<file path="config.mk">
export PLATFORM = sky130hd
export DESIGN_NAME = adc_moving_average
export DESIGN_NICKNAME = d
export VERILOG_FILES = /design/src/rtl/ama_pkg.sv /design/src/rtl/ama_cell.sv /design/src/rtl/ama_divider.sv /design/src/rtl/adc_moving_average.sv
export SDC_FILE = /design/constraint.sdc
export NUM_CORES = 1
export LEC_CHECK = 0
export BUFFER_PORTS_ARGS = -buffer_cell sky130_fd_sc_hd__buf_4
export CAP_MARGIN = 0
export CELL_PAD_IN_SITES_DETAIL_PLACEMENT = 1
export CELL_PAD_IN_SITES_GLOBAL_PLACEMENT = 2
export CORE_UTILIZATION = 50
export CTS_BUF_LIST = sky130_fd_sc_hd__clkbuf_8
export DETAILED_ROUTE_END_ITERATION = 8
export MAX_ROUTING_LAYER = met4
export PLACE_DENSITY_LB_ADDON = 0.1
export SLEW_MARGIN = 20
export SYNTH_ARGS = -nofsm -noshare
export SYNTH_HDL_FRONTEND = slang
export SYNTH_SLANG_ARGS = --single-unit
export TNS_END_PERCENT = 100
</file>
<file path="constraint.sdc">
create_clock -name clk -period 10.4 [get_ports clk]
set_input_delay 0.52 -clock clk [delete_from_list [all_inputs] [get_ports clk]]
set_output_delay 0.52 -clock clk [all_outputs]
set_load 0.01 [all_outputs]
</file>
<file path="src/rtl/ama_pkg.sv">
// Shared constants and payload types for the moving-average filter.
package ama_pkg;

    localparam int WINDOW        = 32;
    localparam int SAMPLE_BITS   = 12;
    localparam int WIN_LOG2      = $clog2(WINDOW);
    localparam int SUM_BITS      = SAMPLE_BITS + WIN_LOG2;
    localparam int CNT_BITS      = WIN_LOG2 + 1;
    localparam int DIV_STEP_BITS = $clog2(SUM_BITS + 1);

    typedef logic [SAMPLE_BITS-1:0] sample_t;
    typedef logic [SUM_BITS-1:0]    sum_t;
    typedef logic [CNT_BITS-1:0]    count_t;

    typedef struct packed {
        sample_t sample;
        logic    clear;
    } ama_req_t;

    typedef struct packed {
        sample_t average;
        logic    window_full;
    } ama_rsp_t;

endpackage

</file>
<file path="src/rtl/ama_cell.sv">
// One stage of the sample delay line: holds a sample, passes it on when shifted.
module ama_cell (
    input  logic             clk,
    input  logic             shift_en,
    input  ama_pkg::sample_t d,
    output ama_pkg::sample_t q
);
    import ama_pkg::*;

    sample_t data_reg;
    sample_t data_next;

    always_comb
    begin
        data_next = shift_en ? d : data_reg;
    end

    // payload only, no reset: contents are ignored until the line has filled
    always_ff @(posedge clk)
    begin
        data_reg <= data_next;
    end

    assign q = data_reg;

endmodule

</file>
<file path="src/rtl/ama_divider.sv">
// Restoring divider, one quotient bit per cycle: running sum over fill count.
module ama_divider (
    input  logic             clk,
    input  logic             rst_n,
    input  logic             start,
    input  ama_pkg::sum_t    dividend,
    input  ama_pkg::count_t  divisor,
    output logic             done,
    output ama_pkg::sum_t    quotient
);
    import ama_pkg::*;

    sum_t                     q_reg,    q_next;
    count_t                   rem_reg,  rem_next;
    count_t                   dvs_reg,  dvs_next;
    logic [DIV_STEP_BITS-1:0] step_reg, step_next;
    logic                     busy_reg, busy_next;
    logic                     done_reg, done_next;

    logic [CNT_BITS:0] trial;
    logic [CNT_BITS:0] diff;
    logic              ge;

    always_comb
    begin
        trial     = {rem_reg, q_reg[SUM_BITS-1]};
        ge        = trial >= {1'b0, dvs_reg};
        diff      = trial - {1'b0, dvs_reg};
        q_next    = q_reg;
        rem_next  = rem_reg;
        dvs_next  = dvs_reg;
        step_next = step_reg;
        busy_next = busy_reg;
        done_next = 1'b0;
        if (start)
        begin
            q_next    = dividend;
            rem_next  = '0;
            dvs_next  = divisor;
            step_next = '0;
            busy_next = 1'b1;
        end
        else if (busy_reg)
        begin
            // remainder stays below the divisor, so it fits back in CNT_BITS
            rem_next  = ge ? diff[CNT_BITS-1:0] : trial[CNT_BITS-1:0];
            q_next    = {q_reg[SUM_BITS-2:0], ge};
            step_next = step_reg + 1'b1;
            if (step_reg == DIV_STEP_BITS'(SUM_BITS - 1))
            begin
                busy_next = 1'b0;
                done_next = 1'b1;
            end
        end
    end

    always_ff @(posedge clk or negedge rst_n)
    begin
        if (!rst_n)
        begin
            step_reg <= '0;
            busy_reg <= 1'b0;
            done_reg <= 1'b0;
        end
        else
        begin
            step_reg <= step_next;
            busy_reg <= busy_next;
            done_reg <= done_next;
        end
    end

    always_ff @(posedge clk)
    begin
        q_reg   <= q_next;
        rem_reg <= rem_next;
        dvs_reg <= dvs_next;
    end

    assign done     = done_reg;
    assign quotient = q_reg;

endmodule

</file>
<file path="src/rtl/adc_moving_average.sv">
// Moving-average filter over the last WINDOW converter samples.
//
// Request channel (req_valid/req_ready/req) carries one sample and a clear
// flag per transaction; response channel (rsp_valid/rsp_ready/rsp) returns
// one average and a window_full flag per request, in order.
// Samples move through a chain of WINDOW cells; the last cell is the oldest
// sample and is subtracted from the running sum once the window is full.
// Result path, request to response valid:
//   clear or full window : straight to S_FINISH (sum >> log2(WINDOW))
//   window still filling : S_DIV, waiting on the bit-serial divider that
//                          divides the sum by the fill count, then S_FINISH.
// One request is in flight at a time; req_ready drops from acceptance until
// the result is moved into the output register. A finished response may
// wait in the output register while the next request is accepted. Reset
// empties the window (sum and fill count zero) and drops rsp_valid. If the
// receiver stalls, the response holds and at most one more result waits
// internally; req_ready stays low until the output register frees up.
module adc_moving_average (
    input  logic              clk,
    input  logic              rst_n,
    input  logic              req_valid,
    output logic              req_ready,
    input  ama_pkg::ama_req_t req,
    output logic              rsp_valid,
    input  logic              rsp_ready,
    output ama_pkg::ama_rsp_t rsp
);
    import ama_pkg::*;

    typedef enum logic [1:0] {
        S_IDLE,
        S_DIV,
        S_FINISH
    } state_t;

    state_t   state_reg,     state_next;
    sum_t     sum_reg,       sum_next;
    count_t   fill_reg,      fill_next;
    sample_t  pend_avg_reg,  pend_avg_next;
    logic     pend_full_reg, pend_full_next;
    ama_rsp_t rsp_reg,       rsp_next;
    logic     rsp_valid_reg, rsp_valid_next;

    logic    accept;
    logic    shift_en;
    logic    is_full;
    logic    div_start;
    logic    div_done;
    sum_t    quotient;
    sample_t chain [WINDOW+1];

    assign accept   = req_valid && req_ready;
    assign is_full  = fill_reg == count_t'(WINDOW);
    assign shift_en = accept && !req.clear;

    assign chain[0] = sample_t'(req.sample);

    for (genvar i = 0; i < WINDOW; i++)
    begin : g_cells
        ama_cell u_cell (
            .clk      (clk),
            .shift_en (shift_en),
            .d        (chain[i]),
            .q        (chain[i+1])
        );
    end

    always_comb
    begin
        state_next     = state_reg;
        sum_next       = sum_reg;
        fill_next      = fill_reg;
        pend_avg_next  = pend_avg_reg;
        pend_full_next = pend_full_reg;
        rsp_next       = rsp_reg;
        rsp_valid_next = rsp_valid_reg;
        div_start      = 1'b0;

        if (rsp_valid_reg && rsp_ready)
        begin
            rsp_valid_next = 1'b0;
        end

        unique case (state_reg)
            S_IDLE:
            begin
                if (accept)
                begin
                    if (req.clear)
                    begin
                        sum_next       = '0;
                        fill_next      = '0;
                        pend_avg_next  = '0;
                        pend_full_next = 1'b0;
                        state_next     = S_FINISH;
                    end
                    else if (is_full)
                    begin
                        // oldest sample sits at the end of the chain
                        sum_next       = sum_reg + sum_t'(req.sample)
                                         - sum_t'(chain[WINDOW]);
                        pend_avg_next  = sum_next[SUM_BITS-1:WIN_LOG2];
                        pend_full_next = 1'b1;
                        state_next     = S_FINISH;
                    end
                    else
                    begin
                        sum_next       = sum_reg + sum_t'(req.sample);
                        fill_next      = fill_reg + 1'b1;
                        pend_full_next = 1'b0;
                        div_start      = 1'b1;
                        state_next     = S_DIV;
                    end
                end
            end
            S_DIV:
            begin
                if (div_done)
                begin
                    pend_avg_next = quotient[SAMPLE_BITS-1:0];
                    state_next    = S_FINISH;
                end
            end
            S_FINISH:
            begin
                if (!rsp_valid_reg || rsp_ready)
                begin
                    rsp_next.average     = pend_avg_reg;
                    rsp_next.window_full = pend_full_reg;
                    rsp_valid_next       = 1'b1;
                    state_next           = S_IDLE;
                end
            end
            default:
            begin
                state_next = S_IDLE;
            end
        endcase
    end

    ama_divider u_div (
        .clk      (clk),
        .rst_n    (rst_n),
        .start    (div_start),
        .dividend (sum_next),
        .divisor  (fill_next),
        .done     (div_done),
        .quotient (quotient)
    );

    always_ff @(posedge clk or negedge rst_n)
    begin
        if (!rst_n)
        begin
            state_reg     <= S_IDLE;
            sum_reg       <= '0;
            fill_reg      <= '0;
            rsp_valid_reg <= 1'b0;
        end
        else
        begin
            state_reg     <= state_next;
            sum_reg       <= sum_next;
            fill_reg      <= fill_next;
            rsp_valid_reg <= rsp_valid_next;
        end
    end

    always_ff @(posedge clk)
    begin
        pend_avg_reg  <= pend_avg_next;
        pend_full_reg <= pend_full_next;
        rsp_reg       <= rsp_next;
    end

    assign req_ready = state_reg == S_IDLE;
    assign rsp_valid = rsp_valid_reg;
    assign rsp       = rsp_reg;

    // fill count never runs past the window
    a_fill_bound: assert property (@(posedge clk) disable iff (!rst_n)
        fill_reg <= count_t'(WINDOW))
        else $error("fill count exceeds window");

    // a clear empties sum and fill count
    a_clear: assert property (@(posedge clk) disable iff (!rst_n)
        (accept && req.clear) |=> (sum_reg == '0 && fill_reg == '0))
        else $error("clear did not empty state");

    // divider only runs with a nonzero fill count
    a_div_nonzero: assert property (@(posedge clk) disable iff (!rst_n)
        (state_reg == S_DIV) |-> (fill_reg != '0))
        else $error("divide by zero fill count");

    // a full-window transaction skips the divider
    a_full_path: assert property (@(posedge clk) disable iff (!rst_n)
        (accept && !req.clear && is_full) |=> (state_reg == S_FINISH))
        else $error("full-window transaction entered divider");

endmodule

</file>
==> results.sh <==
export IMPL_finalCritPeriodShare_pct=45.8
export IMPL_ys_types=72
export IMPL_grt_overflow=0
export IMPL_met3WireLength_um=1080
export IMPL_dr_total_vias=7845
export IMPL_max_stage_delay_ps=540
export IMPL_cp_cell_sequence="ha_1 -> fa_1 -> a21oi_1 -> nor2_1 -> o31ai_2 -> nand2b_1 -> a21oi_1 -> xnor2_1 -> ha_1 -> a21oi_1 -> nor2_1 -> or4_2 -> o21a_1 -> a211oi_4 -> nand3_2 -> or3_1 -> a32o_1"
export IMPL_path_class="register to register"
export IMPL_io_buffers=31
export IMPL_synth_most_common_cell="edfxtp_1"
export IMPL_die_height_um=185
export IMPL_critPathSlowestCell="or4_2"
export IMPL_cap_violations=0
export IMPL_synth_top_cells_by_area="edfxtp_1 77%, dfrtp_1 4.9%, ha_1 2.5%, nand2_1 1.4%, o21ai_0 1.2%"
export IMPL_r2r_setup_slack_ps=5630
export IMPL_cp_arrival_ps=5280
export IMPL_fin_nets=1068
export IMPL_wire_per_inst_um=18.9
export IMPL_fp_coreArea_um2=32800
export IMPL_crit_path_end_kind="register"
export IMPL_initial_core_util_pct=51.2
export IMPL_cts_sinks=472
export IMPL_area_growth_pct=13.0
export IMPL_synth_nets=964
export IMPL_htreeDepth=3
export IMPL_final_hold_viol_count=0
export IMPL_synthTopCellsByCount="433 x edfxtp_1, 61 x nand2_1, 41 x nor2_1"
export IMPL_synth_avg_cell_area_um2=18.5
export IMPL_drcViolationCount=0
export IMPL_dp_hpwl_um=16800
export IMPL_root_buffer="clkbuf_8"
export IMPL_met2WireLength_um=13000
export IMPL_final_cell_area_um2=19000
export IMPL_setup_viol=0
export IMPL_ant_nets=0
export IMPL_grt_util_all_layers_pct=18.6
export IMPL_viasPerCell=5.19
export IMPL_slew_viol_final=0
export IMPL_drtIter0Drc=550
export IMPL_postCtsSetupBuffers=0
export IMPL_status="complete, no violations"
export IMPL_clk_pin_slew_ps=60
export IMPL_dieArea_um2=34300
export IMPL_placementRows=66
export IMPL_rsz0062_at_grt="false"
export IMPL_met1_length_um=13900
export IMPL_p_per_area_nw_per_um2=269
export IMPL_worst_slew_pin_slew_ps=1030
export IMPL_yosysWarningCount=0
export IMPL_cts_resized=0
export IMPL_rr_startpoint="sum_reg[0]$_DFF_PN0_"
export IMPL_netlist_area_um2=16800
export IMPL_diodes=0
export IMPL_p_leak_nw=6.75
export IMPL_first_global_vias=8410
export IMPL_setup_tns_ps=0
export IMPL_synth_seq_area_share_pct=83.1
export IMPL_dpl_cell_area_um2=17600
export IMPL_async_flop_share_pct=6.99
export IMPL_die_x_um=185
export IMPL_fmax_ghz=0.210
export IMPL_clk_latency_ps=620
export IMPL_skew_ps=19.0
export IMPL_critPathMaxFanout=4
export IMPL_num_io_pins=32
export IMPL_hold_class="primary input to register"
export IMPL_startpoint="sum_reg[0]$_DFF_PN0_"
export IMPL_vdd_drop_max_uv=151
export IMPL_grt_pass1_wl_um=46100
export IMPL_required_ps=10910
export IMPL_grt_max_degree=133
export IMPL_cts_tree="built"
export IMPL_start_kind="register"
export IMPL_synth_ff_type="edfxtp_1"
export IMPL_n_fill_cell=2969
export IMPL_synth_area_leader_cell="edfxtp_1"
export IMPL_post_route_util_pct=57.9
export IMPL_first_pass_iters=4
export IMPL_drive_gt1_share_pct=14.5
export IMPL_crit_top_cell="a21oi_1"
export IMPL_syn_inst=910
export IMPL_numCtsBuffers=77
export IMPL_clk_path_buf_depth=3
export IMPL_wirelength_um=28700
export IMPL_antenna_found_initial=1
export IMPL_gp_congestion=0.827
export IMPL_fin_crit_ps=4770
export IMPL_synth_top_cell_area_share_pct=77.4
export IMPL_max_slew_margin_pct=31.3
export IMPL_holdCritStartpoint="req[3]"
export IMPL_highest_signal_layer="met4"
export IMPL_ys_ff_latch=472
export IMPL_ctsHoldBuffers=1
export IMPL_largest_reg_flops=384
export IMPL_synth_edf_count=433
==> layout by cell type, fill, tap and decap left out, types with 2 or more instances in the layout <==
master      n
and3_1      2
xor2_1     12
a31oi_1     4
dfrtp_1    33
mux2i_1    11
o21ai_1     3
clkinv_2    4
inv_6       2
a211oi_2    2
nor3_1      9
o22ai_1     3
clkinv_1   18
nand2_1    61
a211oi_1    5
buf_4      40
a22o_1     14
clkbuf_8   82
nand2b_1    8
o21bai_1    3
fa_1        3
xnor2_1    20
nand4_1     5
o211ai_1    2
o31ai_1     2
inv_1      65
ha_1       34
o31a_1      2
nor2_1     40
o21a_1      6
dfxtp_1     6
a21oi_1    31
nand3_1    11
edfxtp_1  433
nor2b_1     7
mux2_2      3
o21ai_0    39
or3_1       3
a21o_1      3
==> per-stage QoR <==
| step | setup WS (ps) | hold slack, ps | cells | total power [mW] |
|---|---|---|---|---|
| final | 5630 | 115 | 1513 | 5.11 |
| after global routing | 5300 | 65.2 | 1513 | 5.39 |
| after CTS | 5640 | 55.5 | 1512 | 5.18 |
| after detailed placement | 5380 | 405 | 1375 | 3.72 |
| after global placement | 5480 | 405 | 1375 | 3.66 |
| after floorplan | 1060 | 224 | 910 | 3.44 |
==> critical path: cells and delay by family, from the launching register on <==
family,cells,cell delay [ps]
AOI/OAI and AO/OA,7,1740
xor gates and xnor gates,1,220
adders and majority gates,3,1010
DFF,1,390
and+or+nand+nor,6,1310
==> kinds of logic after synthesis <==
group           share of synthesized area [%]
flops                                    83.1
simple gates                             4.62
compound gates                           5.41
buf+inv                                  1.33
fa+ha+maj                                2.89
xor+xnor                                 1.83
mux                                     0.857
==> routing by layer <==
layer	GRT usage, %	vias up
li1	-	3682
met1	25.5	3981
met2	26.6	123
met3	4.36	59
met4	8.00	0
met5	-	-
==> power by group <==
part	leakage [nW]	internal, mW	switching, mW
combinational	1.48	0.423	0.688
clock	0.800	0.726	0.690
sequential	4.47	2.45	0.135
==> cell type report <==
| type | instances | area (µm²) | share of cell area [%] |
|---|---|---|---|
| inverters | 38 | 150 | 0.791 |
| repair buffers | 42 | 338 | 1.78 |
| well taps | 442 | 553 | 2.91 |
| clock buffers | 82 | 1130 | 5.95 |
| clock inverters | 54 | 226 | 1.19 |
| flip-flops and latches | 472 | 13900 | 73.5 |
| multi-input cells | 383 | 2630 | 13.9 |
==> final timing paths <==
path | endpoint | cells past startpoint
min in group asynchronous | fill_reg[5]$_DFF_PN0_ | 2
min | g_cells[0].u_cell.q[2]$_DFFE_PP_ | 1
min reg2reg | g_cells[26].u_cell.q[2]$_DFFE_PP_ | 0
max reg2reg | sum_reg[16]$_DFF_PN0_ | 17
max | sum_reg[16]$_DFF_PN0_ | 17
max in group asynchronous | sum_reg[8]$_DFF_PN0_ | 2
(Power assumes the default switching activity.)
